==> config.mk <==
export PLATFORM = sky130hd
export DESIGN_NAME = atil_emit
export DESIGN_NICKNAME = d
export VERILOG_FILES = /design/src/hdl/atil_pkg.sv /design/src/hdl/atil_emit.sv
export SDC_FILE = /design/constraint.sdc
export NUM_CORES = 1
export LEC_CHECK = 0
export ABC_AREA = 1
export BUFFER_PORTS_ARGS = -buffer_cell sky130_fd_sc_hd__buf_2
export CORE_MARGIN = 2
export CORE_UTILIZATION = 55
export CTS_CLUSTER_SIZE = 10
export DETAILED_ROUTE_END_ITERATION = 7
export GPL_ROUTABILITY_DRIVEN = 0
export PLACE_DENSITY = 0.86
export REMOVE_ABC_BUFFERS = 1
export SYNTH_ARGS = -nofsm -noshare
export SYNTH_HDL_FRONTEND = slang
export SYNTH_SLANG_ARGS = --single-unit
==> constraint.sdc <==
create_clock -name clk -period 20.5 [get_ports clk]
set_clock_uncertainty 0.1 [all_clocks]
set_input_delay 6.15 -clock clk [delete_from_list [all_inputs] [get_ports clk]]
set_output_delay 6.15 -clock clk [all_outputs]
set_load 0.02 [all_outputs]
==> src/hdl/atil_pkg.sv <==
// shared types and codes for the adjacency table insert and lookup core
package atil_pkg;

  localparam logic OP_ADD  = 1'b0;
  localparam logic OP_LIST = 1'b1;

  typedef enum logic [2:0] {
    ST_ADDED    = 3'd0,
    ST_SELF     = 3'd1,
    ST_DUP      = 3'd2,
    ST_NOROOM   = 3'd3,
    ST_ENTRY    = 3'd4,
    ST_NOTFOUND = 3'd5
  } status_t;

  typedef enum logic [1:0] {
    S_IDLE,
    S_WALK,
    S_EMIT
  } state_t;

  // control part of the request token that walks the row chain
  typedef struct packed {
    logic    vld;
    logic    op;
    logic    done;
    status_t status;
  } tok_ctl_t;

endpackage

==> src/hdl/atil_emit.sv <==
// result sequencer: sends the status item or the listed row, one item a cycle while out_stall is low
module atil_emit #(
  parameter int MAX_NEIGHBORS = 8,
  parameter int NODE_BITS     = 16,
  parameter int FW            = $clog2(MAX_NEIGHBORS + 1)
) (
  input  logic                                    clk,
  input  logic                                    rst,
  input  atil_pkg::tok_ctl_t                      start,
  input  logic [NODE_BITS-1:0]                    src_in,
  input  logic [FW-1:0]                           fill_in,
  input  logic [MAX_NEIGHBORS-1:0][NODE_BITS-1:0] nbrs_in,
  input  logic                                    out_stall,
  output logic                                    out_valid,
  output logic [2:0]                              status,
  output logic [15:0]                             node_out,
  output logic                                    last
);
  import atil_pkg::*;

  localparam int NW = (MAX_NEIGHBORS > 1) ? $clog2(MAX_NEIGHBORS) : 1;

  logic [FW-1:0]                           nxt;
  logic [FW-1:0]                           row_fill;
  logic [MAX_NEIGHBORS-1:0][NODE_BITS-1:0] row_nbrs;

  always_ff @(posedge clk) begin
    if (rst) begin
      out_valid <= 1'b0;
      nxt       <= '0;
    end else if (start.vld) begin
      out_valid <= 1'b1;
      status    <= start.status;
      row_fill  <= fill_in;
      row_nbrs  <= nbrs_in;
      nxt       <= '0;
      if (start.status == ST_ENTRY) begin
        node_out <= 16'(src_in);
        last     <= (fill_in == '0);
      end else begin
        node_out <= '0;
        last     <= 1'b1;
      end
    end else if (out_valid && !out_stall) begin
      if (last) begin
        out_valid <= 1'b0;
      end else begin
        node_out <= 16'(row_nbrs[nxt[NW-1:0]]);
        last     <= (FW'(nxt + 1'b1) == row_fill);
        nxt      <= FW'(nxt + 1'b1);
      end
    end
  end

endmodule
# Word-level counts from Yosys, hierarchy flattened
# Cells that the tools add are included.
# W data, S select, Z words.
# classes
shift,0
div,0
eq_ne,3
n_mul,0
add_sub_neg,1
magnitude_cmp,1
bitwise_logic,2
muxes,13
reduce_logical,11
# ops
cell,count
$mux W16,5
$bmux W16 S3,1
$reduce_and A2 Y1,4
$mux W1,7
$add A4 B1 Y4 const B,1
$eq A4 B4 Y1,1
$logic_not A4 Y1,1
$lt A3 B4 Y1 const B,1
$reduce_bool A2 Y1,2
$eq A3 B3 Y1 const B,1
$reduce_and A3 Y1,1
$ne A2 B2 Y1 const B,1
$not A1 Y1,2
$reduce_or A2 Y1,1
$logic_and A1 B1 Y1,1
$logic_not A1 Y1,1
# word_totals
in_bits,157
memories,0
mem_bits_rw,0
latchBits,0
ff_bits,157
romBits,0

# Depth between registers and ports, before layout
# logic_depth
word_depth,5
mapped_depth,8
ltp_nobuf,8

# Worst setup path after synthesis
# Ideal clock, no wire load.
# synth_timing
path_kind,in2reg
start,input start[5] (netlist name)
end,register row_fill[0] (enable)
setup_time_ns,0.632
cell_stages,3
arrival_ns,11.994
path_slack_ns,7.775
path_cell_list,inv_1 -> clkbuf_1 -> nor2_1
# synth_via
elab_chain_cells,1
# synth_rtl
item,line_no,rtl
from (decl),atil_emit.sv:9,"input atil_pkg::tok_ctl_t start,"
$reduce_and A2 Y1 (no source line),-,
to (signal assigned),atil_emit.sv:34,row_fill <= fill_in;
to (decl),atil_emit.sv:24,logic [FW-1:0] row_fill;
# Every way passes these cells.
# A chain may end at the register's enable or synchronous reset.

# Final worst setup path
# layout_timing
start,input start[5] (netlist name)
end,register row_nbrs[121] (netlist name) (enable)
# layout_via
elab_chain_cells,1
# layout_rtl
item,line_no,rtl
$reduce_and A2 Y1 (no source line),-,
to (signal assigned),atil_emit.sv:35,row_nbrs <= nbrs_in;
to (decl),atil_emit.sv:25,logic [MAX_NEIGHBORS-1:0][NODE_BITS-1:0] row_nbrs;
# Every way passes these cells.

==> results by group <==
Run
  – Max-cap violations: 0

Status
  – Outcome: completed

Route
  – DRC violations left: 0
  – DR iter-0 viols: 452
  – Vias/cell: roughly 5.4
  – Detailed Route WL: roughly 14 mm
  – Post-route ant nets: 0
  – Drt first pass iters: 5
  – Detailed-route via count: roughly 4,300
  – Avg WL per Cell: approximately 17 microns

Clock tree
  – Cts repair resizes: 0
  – TritonCTS Sinks: between 150 and 200
  – TritonCTS clock tree: yes
  – CTS Root Cell: clkbuf_16
  – Post CTS Setup Buffer Count: 0
  – CTS clk-pin slew, worst paths: approximately 60 ps
  – Clock Path Buffers: 2
  – Cts bufs inserted: 17
  – Worst skew pair latency: between 400 and 500 ps
  – H-tree depth: 4
  – Post-CTS Hold Buffers: 0

Pwr
  – Pwr dens: 94.7 nW/um^2
  – Flop pwr share: between 50% and 60%
  – Clock share of power: a little over two fifths
  – Pleak: ~3 nW
  – Sw Ratio: between 20% and 30%
  – Worst vdd ir: 0.0712 mV
  – Int Power: 0.585 mW
  – Switch Pwr: around 0.15 mW
  – Combinational Power Share: under 10%

Global route
  – Number of global-route vias before repair: 4,295
  – GRT overflow: 0
  – First-pass GRT wire length: between 20 and 25 mm
  – GRT Total Usage: 23.9%
  – Largest net degree at the start of global routing: 73
  – Initial antenna violation count: 0

Cells and area
  – Ant. Diodes: 0
  – Layout area overhead: 24.6%
  – Share of layout cells above drive strength 1: 32.3%
  – Total Nets Final: between 800 and 900

Synthesis
  – Post-synthesis sequential area ratio: 75.2%
  – Cells after Synth: 480
  – Number of synthesized flops with an enable pin: 152
  – Mux share of post-synthesis cell area: 0%
  – Largest family of logic cells by synthesized area: simple AND/OR/NAND/NOR gates
  – Cell variety after synth: 26
  – Fraction of the mapped netlist area in compound gates: about 10%
  – Post-synthesis register bit count: around 160
  – Post-synthesis async set-or-reset flop share: 0%
  – Avg Inst Size Synth: ~13 sq um
  – Post-Synth XOR/XNOR Area: less than 1%
  – Synth Area in Simple Gates: between 10 and 15%
  – Top_reg_cell synth: edfxtp_1
  – Ys Warns: 0
  – Cell Area, Synth: around 6200 sq um
  – Adder-Cell Fraction of Synth Area: less than 1%

STA
  – Tmin final: 8500 ps
  – Fin Hold WS: 412 ps
  – Max Transition Viols Final: 0
  – RSZ-0062 raised after global routing: no
  – Peak Freq: 118 MHz
  – Number of setup violations in the final report: 0
  – Setup ws final: ~12,000 ps
  – Tightest Pin Transition: around 1200 ps
  – Max transition margin: between 15 and 20%
  – TNS Setup: 0 ps
  – Final hold violation count: 0
  – Period utilisation layout: slightly above 40%

Die
  – Die width: ~110 microns
  – Die Area: between 10,000 and 15,000 sq um
  – Rows: 38
  – Die height: between 100 and 150 microns
  – Core area: approximately 11,000 sq um
  – Initial Util: 56.8%
  – I/O pins: 178

Worst setup path
  – Crit path buffers/inverters: 4
  – Crit. End Element: flip-flop
  – Critical Path RT: roughly 20,000 ps
  – Cell mode on critical path: buf_4
  – Critical Path AT: roughly 8400 ps
  – Crit-path leading delay family: buffers and inverters
  – Slowest-stage cell, CP: buf_4
  – CP peak stage delay: ~790 ps
  – Kind of critical path: in -> reg
  – CP Max Fanout: a little over 70
  – CP cell instances: buf_2, inv_1, nor2_4, buf_4, buf_4
  – Worst Setup Start Kind: primary input

Placed design
  – Port bufs: about 180
  – Dpl hpwl: 8.62 mm
  – Pre-CTS setup slack: 11,570 ps

Worst hold path
  – Min-delay worst type: reg -> reg
## power by group through the flow
| stage | Sequential, mW | Combinational, mW | Clock, mW |
|---|---|---|---|
| floorplan | 0.392 | 0.0162 | 0 |
| global placement | 0.387 | 0.0410 | 0 |
| detailed placement | 0.389 | 0.0433 | 0 |
| finish | 0.382 | 0.0433 | 0.307 |
| global route | 0.384 | 0.0485 | 0.326 |
| CTS | 0.382 | 0.0436 | 0.312 |
## per-layer routing
metal	vias up	routed length [microns]	global-route usage (%)
met5	-	0	0
met4	0	233	8.57
li1	2085	-	-
met3	22	1260	7.23
met2	213	7210	41.1
met1	1992	5150	28.6
## synthesized netlist by cell type (2+ instances only)
master,count,area [sq um]
o21ai_0,50,250
inv_1,9,33.8
nor2_1,102,383
nand3_1,21,105
clkbuf_1,11,41.3
nand2_1,44,165
o21ai_1,17,85.1
dfxtp_1,5,100
buf_6,5,56.3
buf_1,2,7.51
edfxtp_1,152,4560
a211oi_1,2,15.0
buf_2,8,40.0
o211ai_1,32,240
a21oi_1,9,45.0
## cell families after synthesis
group	count (synthesis)
xor gates and xnor gates	1
AOI/OAI and AO/OA	110
buffers and inverters	39
DFF	157
adders and majority gates	1
and+or+nand+nor	172
## state kept, by name (all words and copies together), names as in the netlist
name / flops
last: 1
node_out: 16
nxt: 4
out_valid: 1
row_fill: 4
row_nbrs: 128
status: 3
## final cells by class
| class | count | area (sq um) |
|---|---|---|
| clock buffer | 21 | 440 |
| multi-input combinational | 284 | 1350 |
| clock inverter | 10 | 141 |
| fill | 782 | 3200 |
| sequential | 157 | 4670 |
| timing repair buffer | 180 | 913 |
| inverter | 11 | 41.3 |
| tap | 140 | 175 |
## tightest hold or removal path: stages, from the launching register on
cell and delay (ps):
dfxtp_1 310, inv_1 70, a211oi_1 70
## metrics by stage
stage               util [%]  cells  cell area [sq um]  power, mW
CTS                     70.7    803               7730      0.738
detailed placement      65.4    772               7150      0.432
finish                  70.7    803               7730      0.733
floorplan                  -    452               6050      0.408
global route            70.7    803               7730      0.758
global placement        65.4    772               7150      0.428
## cell usage in the layout (no fill, tap or decap)
master,count
buf_2,175
edfxtp_1,152
nor2_1,101
o21ai_0,50
nand2_1,44
o211ai_1,32
nand3_1,21
o21ai_1,17
clkbuf_16,17
inv_1,9
a21oi_1,8
clkinvlp_4,5
buf_4,5
clkbuf_1,4
bufinv_16,3
dfxtp_1,3
a211oi_1,2
dfxtp_2,2
inv_2,1
clkinv_1,1
or2_2,1
a21oi_2,1
nor2_4,1
xnor2_1,1
nand2_2,1
nand4_1,1
nand3b_1,1
nor4_1,1
ha_1,1
clkinv_2,1
inv_6,1
## worst paths after layout
kind                                     startpoint                      end  slack [ps]  cells past startpoint
worst max register to register  nxt[1]$_SDFFE_PP0P_           last$_DFFE_PP_       18160                      6
worst min register to register  nxt[3]$_SDFFE_PP0P_      nxt[3]$_SDFFE_PP0P_         410                      2
worst max-delay path                       start[5]  row_nbrs[121]$_DFFE_PP_       12000                      5
worst min-delay path            nxt[3]$_SDFFE_PP0P_      nxt[3]$_SDFFE_PP0P_         410                      2
No activity file was read; power rests on OpenSTA's default activity.
