==> config.mk <==
export PLATFORM = sky130hd
export DESIGN_NAME = atil_cell
export DESIGN_NICKNAME = d
export VERILOG_FILES = /design/src/hdl/atil_pkg.sv /design/src/hdl/atil_cell.sv
export SDC_FILE = /design/constraint.sdc
export NUM_CORES = 1
export LEC_CHECK = 0
export BUFFER_PORTS_ARGS = -buffer_cell sky130_fd_sc_hd__clkbuf_2
export CAP_MARGIN = 15
export CORE_ASPECT_RATIO = 0.8
export CORE_UTILIZATION = 51
export DETAILED_ROUTE_END_ITERATION = 8
export PLACE_DENSITY_LB_ADDON = 0.12
export SYNTH_ARGS = -nofsm -noshare
export SYNTH_HDL_FRONTEND = slang
export SYNTH_SLANG_ARGS = --single-unit
==> constraint.sdc <==
create_clock -name clk -period 4.1 [get_ports clk]
set_input_delay 0 -clock clk [delete_from_list [all_inputs] [get_ports clk]]
set_output_delay 0 -clock clk [all_outputs]
set_load 0.01 [all_outputs]
==> src/hdl/atil_pkg.sv <==
// shared types and codes for the adjacency table insert and lookup core
package atil_pkg;

  localparam logic OP_ADD  = 1'b0;
  localparam logic OP_LIST = 1'b1;

  typedef enum logic [2:0] {
    ST_ADDED    = 3'd0,
    ST_SELF     = 3'd1,
    ST_DUP      = 3'd2,
    ST_NOROOM   = 3'd3,
    ST_ENTRY    = 3'd4,
    ST_NOTFOUND = 3'd5
  } status_t;

  typedef enum logic [1:0] {
    S_IDLE,
    S_WALK,
    S_EMIT
  } state_t;

  // control part of the request token that walks the row chain
  typedef struct packed {
    logic    vld;
    logic    op;
    logic    done;
    status_t status;
  } tok_ctl_t;

endpackage

==> src/hdl/atil_cell.sv <==
// one row cell of the adjacency chain: holds a source id and its neighbor list
module atil_cell #(
  parameter int MAX_NEIGHBORS = 8,
  parameter int NODE_BITS     = 16,
  parameter int FW            = $clog2(MAX_NEIGHBORS + 1)
) (
  input  logic                                       clk,
  input  logic                                       rst,
  input  atil_pkg::tok_ctl_t                         ctl_in,
  input  logic [NODE_BITS-1:0]                       a_in,
  input  logic [NODE_BITS-1:0]                       b_in,
  input  logic [NODE_BITS-1:0]                       src_in,
  input  logic [FW-1:0]                              fill_in,
  input  logic [MAX_NEIGHBORS-1:0][NODE_BITS-1:0]    nbrs_in,
  output atil_pkg::tok_ctl_t                         ctl_out,
  output logic [NODE_BITS-1:0]                       a_out,
  output logic [NODE_BITS-1:0]                       b_out,
  output logic [NODE_BITS-1:0]                       src_out,
  output logic [FW-1:0]                              fill_out,
  output logic [MAX_NEIGHBORS-1:0][NODE_BITS-1:0]    nbrs_out
);
  import atil_pkg::*;

  // row contents
  logic                                    used;
  logic [NODE_BITS-1:0]                    src;
  logic [FW-1:0]                           fill;
  logic [MAX_NEIGHBORS-1:0][NODE_BITS-1:0] nbrs;

  logic                                    used_next;
  logic [NODE_BITS-1:0]                    src_next;
  logic [FW-1:0]                           fill_next;
  logic [MAX_NEIGHBORS-1:0][NODE_BITS-1:0] nbrs_next;

  tok_ctl_t                                ctl_next;
  logic [NODE_BITS-1:0]                    src_tok_next;
  logic [FW-1:0]                           fill_tok_next;
  logic [MAX_NEIGHBORS-1:0][NODE_BITS-1:0] nbrs_tok_next;

  logic live;
  logic hit;
  logic dup;
  logic full;

  always_comb begin
    live = ctl_in.vld && !ctl_in.done;
    hit  = live && used && (src == a_in);
    full = (fill == FW'(MAX_NEIGHBORS));
    dup  = 1'b0;
    for (int i = 0; i < MAX_NEIGHBORS; i++) begin
      if ((FW'(i) < fill) && (nbrs[i] == b_in)) begin
        dup = 1'b1;
      end
    end

    used_next     = used;
    src_next      = src;
    fill_next     = fill;
    nbrs_next     = nbrs;
    ctl_next      = ctl_in;
    src_tok_next  = src_in;
    fill_tok_next = fill_in;
    nbrs_tok_next = nbrs_in;

    if (hit) begin
      ctl_next.done = 1'b1;
      if (ctl_in.op == OP_LIST) begin
        ctl_next.status = ST_ENTRY;
        src_tok_next    = src;
        fill_tok_next   = fill;
        nbrs_tok_next   = nbrs;
      end else if (dup) begin
        ctl_next.status = ST_DUP;
      end else if (full) begin
        ctl_next.status = ST_NOROOM;
      end else begin
        ctl_next.status = ST_ADDED;
        for (int i = 0; i < MAX_NEIGHBORS; i++) begin
          if (FW'(i) == fill) begin
            nbrs_next[i] = b_in;
          end
        end
        fill_next = FW'(fill + 1'b1);
      end
    end else if (live && !used && (ctl_in.op == OP_ADD)) begin
      // first free row: source is unknown, open a new row
      ctl_next.done   = 1'b1;
      ctl_next.status = ST_ADDED;
      used_next       = 1'b1;
      src_next        = a_in;
      nbrs_next[0]    = b_in;
      fill_next       = FW'(1);
    end
  end

  always_ff @(posedge clk) begin
    if (rst) begin
      used        <= 1'b0;
      fill        <= '0;
      ctl_out.vld <= 1'b0;
    end else begin
      used     <= used_next;
      fill     <= fill_next;
      ctl_out  <= ctl_next;
    end
    src      <= src_next;
    nbrs     <= nbrs_next;
    a_out    <= a_in;
    b_out    <= b_in;
    src_out  <= src_tok_next;
    fill_out <= fill_tok_next;
    nbrs_out <= nbrs_tok_next;
  end

endmodule

Yosys cells after proc, flatten, opt, wreduce, memory -nomap -nowiden
Cells that the tools add are included.
{"block": "classes", "n_bitwise": 4, "n_addsub": 1, "mux": 30, "n_eq_ne": 21, "reduce_logical": 28, "n_lt_le_gt_ge": 8}
{"operator": "2-to-1 mux 128 bit", "count": 2}
{"operator": "== test 16 bit", "count": 9}
{"operator": "2-to-1 mux 16 bit", "count": 8}
{"operator": "AND reduction 5 bit", "count": 8}
{"operator": "2-to-1 mux 4 bit", "count": 7}
{"operator": "== test 3 x 4 -> 1 bit, first input constant", "count": 4}
{"operator": "less-than comparator 3 x 4 -> 1 bit, first input constant", "count": 4}
{"operator": "logical AND 1 bit", "count": 13}
{"operator": "2-to-1 mux 3 bit", "count": 3}
{"operator": "== test 2 x 4 -> 1 bit, first input constant", "count": 2}
{"operator": "less-than comparator 1 x 4 -> 1 bit, first input constant", "count": 2}
{"operator": "less-than comparator 2 x 4 -> 1 bit, first input constant", "count": 2}
{"operator": "2-to-1 mux 1 bit", "count": 8}
{"operator": "!= test 2 bit, second input constant", "count": 3}
{"operator": "adder 4 x 1 -> 4 bit, second input constant", "count": 1}
{"operator": "== test 1 x 4 -> 1 bit, first input constant", "count": 1}
{"operator": "== test 4 bit, second input constant", "count": 1}
{"operator": "zero test 4 bit", "count": 1}
{"operator": "2-to-1 mux 2 bit", "count": 2}
{"operator": "inverter 1 bit", "count": 4}
{"operator": "AND reduction 4 bit", "count": 1}
{"operator": "zero test 1 bit", "count": 2}
{"operator": "!= test 2 x 1 -> 1 bit, second input constant", "count": 1}
{"operator": "AND reduction 2 bit", "count": 1}
{"operator": "other kinds (2)", "count": 2}
{"block": "word_totals", "out_inout_bits": 186, "register_bits": 335, "in_bits": 188, "word_cells": 119}

Logic depth before layout (Yosys ltp)
{"block": "depth", "ltp_word": 13, "ltp_mapped": 10, "depth_no_buf": 9}

Least setup slack after synthesis
No wires, ideal clock.
{"block": "synth_timing", "path_kind": "register -> register", "start": "register src[1]", "end": "register nbrs[16] in the netlist's numbering, enable pin", "setup_slack_ns": 0.640, "arrival_ns": 3.060, "synth_period_minus_slack_ns": 3.460, "path_buffers": 0, "setup_ns": 0.400, "required_ns": 3.700, "stages_incl_launch_ff": 8, "path_cell_list": "edfxtp_1 > xnor2_1 > nand4_1 > or4b_4 > or4_4 > or2_4 > or2_1 > nor4_2"}
{"block": "synth_via", "elab_chain_len": 3}
{"item": "from (decl)", "line": "atil_cell.sv:26", "rtl": "logic [NODE_BITS-1:0] src;"}
{"item": "from (signal assigned)", "line": "atil_cell.sv:106", "rtl": "src <= src_next;"}
{"item": "== test 16 bit", "line": "atil_cell.sv:47", "rtl": "hit = live && used && (src == a_in);"}
{"item": "logical AND 1 bit", "line": "atil_cell.sv:47"}
{"item": "AND reduction 5 bit (no source line)"}
{"item": "to (signal assigned)", "line": "atil_cell.sv:107", "rtl": "nbrs <= nbrs_next;"}
{"item": "to (decl)", "line": "atil_cell.sv:28", "rtl": "logic [MAX_NEIGHBORS-1:0][NODE_BITS-1:0] nbrs;"}
Every way passes these cells.
A chain may end at the register's enable or synchronous reset.

Final worst setup path
{"block": "layout_timing", "start": "register fill[3]", "end": "register nbrs[76] in the netlist's numbering, enable pin"}
{"block": "layout_via", "elab_chain_len": 12, "elab_cells_between_ends": 29, "cone_classes": "8 x order compare; 2 x eq/ne; 8 x mux; 2 x bitwise; 9 x reduce/logical"}
{"item": "from (decl)", "line": "atil_cell.sv:27", "rtl": "logic [FW-1:0] fill;"}
{"item": "from (signal assigned)", "line": "atil_cell.sv:103", "rtl": "fill <= fill_next;"}
{"item": "less-than comparator 1 x 4 -> 1 bit", "line": "atil_cell.sv:51", "rtl": "if ((FW'(i) < fill) && (nbrs[i] == b_in)) begin"}
{"item": "logical AND 1 bit", "line": "atil_cell.sv:51"}
{"item": "2-to-1 mux 1 bit (8 in series)", "line": "atil_cell.sv:51"}
{"item": "inverter 1 bit (no source line)"}
{"item": "AND reduction 5 bit (no source line) *"}
Mark *: on every way between the ends. The rest lies on a longest branch, timed or not.

==> results <==
- The die is 140 um tall.
- The number of optimization iterations in the first detailed-route pass is 4.
- For this design, the slowest cell found on the critical path is nor4_1.
- After detailed routing, the average wire length per cell comes to 20.1 um.
- The core box area is 22900 sq um.
- 374 I/O pins were placed.
- The detailed-route DRC error count is 0.
- In the synthesized netlist the dominant register cell turns out to be dfxtp_1.
- The effective utilization at floorplan is 0.528.
- With fillers left out, the area of the finished cells amounts to 17200 sq um.
- Yosys printed 0 warnings.
- The clock drives 335 sinks.
- The minimum setup slack among reg-to-reg paths is 0.66 ns.
- The antenna violation net count after detailed routing is 0.
- Yosys mapped the design onto 45 distinct sky130hd cell types.
- The global-route wire length before repair is 51.3 mm.
- Synthesis handed over a netlist of 786 instances.
- The total length of routed wires is 33.8 mm.
- Along the worst hold path, the cell count comes to 1.
- Routability-driven placement finished with a final weighted congestion of 0.771.
- The max-cap violation count is 0.
- The number of synthesized register bits is 335.
- The count of flip-flops with a built-in enable after synthesis is 149.
- After floorplanning, the core was divided into 49 placement rows.
- For this run, the total global-route usage over all layers was measured as 0.279.
- The die extent in x is 174 um.
- Counting the buffers created by CTS gives 35.
- The source-to-sink clock delay at the later pin of the worst-skew pair is 0.51 ns.
- The critical path data required time is 4.29 ns.
- The cell area after placement is 14300 sq um.
- The H-tree was split into 2 levels.
- In the final layout, the multi-input gates occupy 3700 sq um.
- The sequential area share after synthesis is 0.679.
- The end of the worst register-to-register path is nbrs[76].
- The fraction of layout instances using a drive strength above 1 is 0.431.
- The area growth from synthesis to layout is 42.2%.
- The static leakage is 7.17 nW.
- The number of gates resized after CTS was 0.
- The worst pin sits at a relative slew slack of 0.398.
- The overall overflow remaining after global route is 0.
- In this run, the number of DRC markers left after iteration 0 of detailed routing was 383.
- Summing all flip-flop and latch instances after layout gives 8200 sq um.
- Setup repair after global routing left no endpoint under its margin.
- The count of endpoints failing setup in the final report is 0.
- The critical path goes through or2_2 > o2111ai_1 > or3_1 > o22ai_1 > nor4_1 > nand2_1 > nor4b_4 > and2_1 > buf_4.
- Overall power consumption after layout is estimated at 7.30 mW.
- The async set-or-reset flop fraction in the synthesized netlist is 0.
- For met3 alone, demand over resource in global routing was 0.0549.
- The net total in the final layout is 1541.
- The initial antenna violation count is 1.
- The via count of the first global-routing pass is 8944.
- The category of the critical setup timing path is reg -> reg.
- Of all nets on the critical path, the largest fanout is 12.
- Once detailed placement completed, the half-perimeter wirelength came to 21.7 mm.
- At the end of the flow the core is filled with cells to 0.750.
- The type of destination of the critical path is a flop.
- The number of failing hold endpoints at the final stage is 1.
- For this design the ratio of total power to cell area is 425 nW/um^2.
- The startpoint of the worst register-to-register path is fill[3].
- For the final routed database, the setup TNS stands at 0 ns.
- The flow ran to the end, but the final reports show violations.
- Clock tree synthesis selected as its root buffer the cell clkbuf_16.
- The count of fill cells added during filler insertion is 1525.
- The number of nets produced by synthesis is 977.
- In this run the most critical hold path is launched from b_in[9].
- The highest cell delay on the worst timing path is 0.52 ns.
- The clock edge transition at the registers on the reported setup and hold paths is 0.06 ns.
- The met1 global-route usage is 0.367.
- The final reports fail on hold timing.
- The clock passes through at most 3 buffers.
- The smallest clock period supported by the final layout is computed as 3.44 ns.
- Summing every instance area after synthesis gives 12100 sq um.
- The average instance in the mapped netlist occupies 15.4 sq um.
- The type of the tightest min-delay check is in -> reg.
- The hold slack is -0.00328 ns.
- Across the VDD grid, the largest voltage drop is 0.000354 V.
- The worst hold path terminates at b_out[9].
- STA classifies the critical path startpoint as a flop.
- In the finished design, the share of the clock period the worst path needs comes to 0.839.
- The transition time of the tightest slew-check pin is 0.903 ns.
- The final clock skew is 0.0158 ns.
- The number of slew-limit violations in the final report is 0.
- Using the TritonRoute via totals, the vias-per-cell ratio works out to 4.99.
- Across all layers, the routed design uses 8400 vias.
- Entering global routing, the biggest net connects 78 pins.
- The timing-limited maximum frequency is 291 MHz.
- The met2 track demand over resource in global routing is 0.470.
- The area of the die is 24300 sq um.
- The total of buffers placed on input and output ports is 373.
- The TritonCTS clock tree is yes.
- At the worst endpoint, the arrival time is 3.63 ns.
- The cell count of the worst reg-to-reg path is 9.
- The global routing stage identified its most utilized layer as met2.
-- repair_timing --
item	4_1_cts	5_1_grt
endpoints found under the setup margin	0	0
hold buffers	179	0
setup buffers	0	0
hold endpoints to repair	198	0
-- critical path: cells and delay by family (launching register included) --
family | cells | cell delay, ns
compound gates | 2 | 0.32
buf+inv | 1 | 0.27
flops | 1 | 0.47
simple gates | 6 | 2.05
-- layout by cell type (no fill, tap or decap), drive strengths merged, types with 2 or more instances in the layout --
cell / count
a21oi: 4
and2: 2
and3: 5
buf: 10
clkbuf: 428
clkinv: 6
dfxtp: 186
dlygate4sd3: 179
edfxtp: 149
ha: 3
inv: 6
mux2: 147
nand2: 14
nand3: 13
nand3b: 3
nand4: 10
nor2: 10
nor3: 7
nor4: 23
o21ai: 3
o22ai: 2
or2: 3
or3: 4
xnor2: 55
xor2: 89
-- stage by stage --
| step | setup WS, ns | std cells |
|---|---|---|
| 6_report | 0.661 | 1682 |
| 5_1_grt | 0.413 | 1682 |
| 4_1_cts | 0.698 | 1681 |
| 3_5_place_dp | 0.743 | 1440 |
| 3_3_place_gp | 0.762 | 1440 |
| 2_1_floorplan | 0.640 | 786 |
-- cells in the mapped netlist (all sizes together), types with 4 or more instances --
cell    number  area [sq um]
xor2        89           780
or3          4          25.0
inv          5          18.8
nand2       14          52.6
mux2       147          1660
nand4       10          62.6
edfxtp     149          4470
nor4        23           165
nor3         7          40.0
nor2        10          37.5
and3         5          31.3
dfxtp      186          3720
buf         34           168
xnor2       55           482
nand3       13          65.1
a21oi        4          20.0
-- layer usage --
layer,vias up,share of wire
met2,370,0.48
met3,55,0.069
li1,3931,-
met4,0,0.023
met1,4044,0.42
met5,-,0
-- flip-flops by register name, indices dropped and copies added (netlist names) --
name / flops
nbrs: 128
nbrs_out: 128
a_out: 16
b_out: 16
src: 16
src_out: 16
ctl_out: 6
fill: 4
fill_out: 4
used: 1
-- area by class of cell --
| cell class | count | share of cell area |
|---|---|---|
| Clock inverter | 7 | 0.00211 |
| Sequential cell | 335 | 0.478 |
| Tap cell | 306 | 0.0223 |
| Antenna cell | 1 | 0.000146 |
| Timing Repair Buffer | 562 | 0.218 |
| Multi-Input combinational cell | 411 | 0.216 |
| Clock buffer | 55 | 0.0627 |
| Inverter | 5 | 0.00109 |
-- report_power, final --
| group | internal [mW] | switching, mW |
|---|---|---|
| Sequential | 3.60 | 0.0352 |
| Clock | 1.80 | 1.25 |
| Combinational | 0.333 | 0.286 |
| Total | 5.73 | 1.57 |
-- how the worst max path moves through the flow --
| stage | start | endpoint | slack, ns | cells after the start |
|---|---|---|---|---|
| CTS | fill[3] | nbrs[76] | 0.70 | 9 |
| global route | fill[3] | nbrs[76] | 0.41 | 9 |
| detailed placement | fill[3] | nbrs[76] | 0.74 | 9 |
| global placement | fill[3] | nbrs[65] | 0.76 | 9 |
| floorplan | src[1] | nbrs[16] | 0.64 | 7 |
| finish | fill[3] | nbrs[76] | 0.66 | 9 |
-- cell families (layout without fill, tap and decap cells) --
| kind of cell | after synthesis | after routing | synth area share |
|---|---|---|---|
| multiplexers | 147 | 147 | 0.137 |
| AND/OR/NAND/NOR | 100 | 100 | 0.0502 |
| flip-flops | 335 | 335 | 0.679 |
| AO/OA/AOI/OAI | 17 | 17 | 0.0101 |
| adder cells (fa/ha/maj) | 3 | 3 | 0.00311 |
| other | 0 | 1 | 0 |
| buffers and inverters | 40 | 629 | 0.0158 |
| XOR/XNOR | 144 | 144 | 0.104 |
No activity file was read; power rests on OpenSTA's default activity.
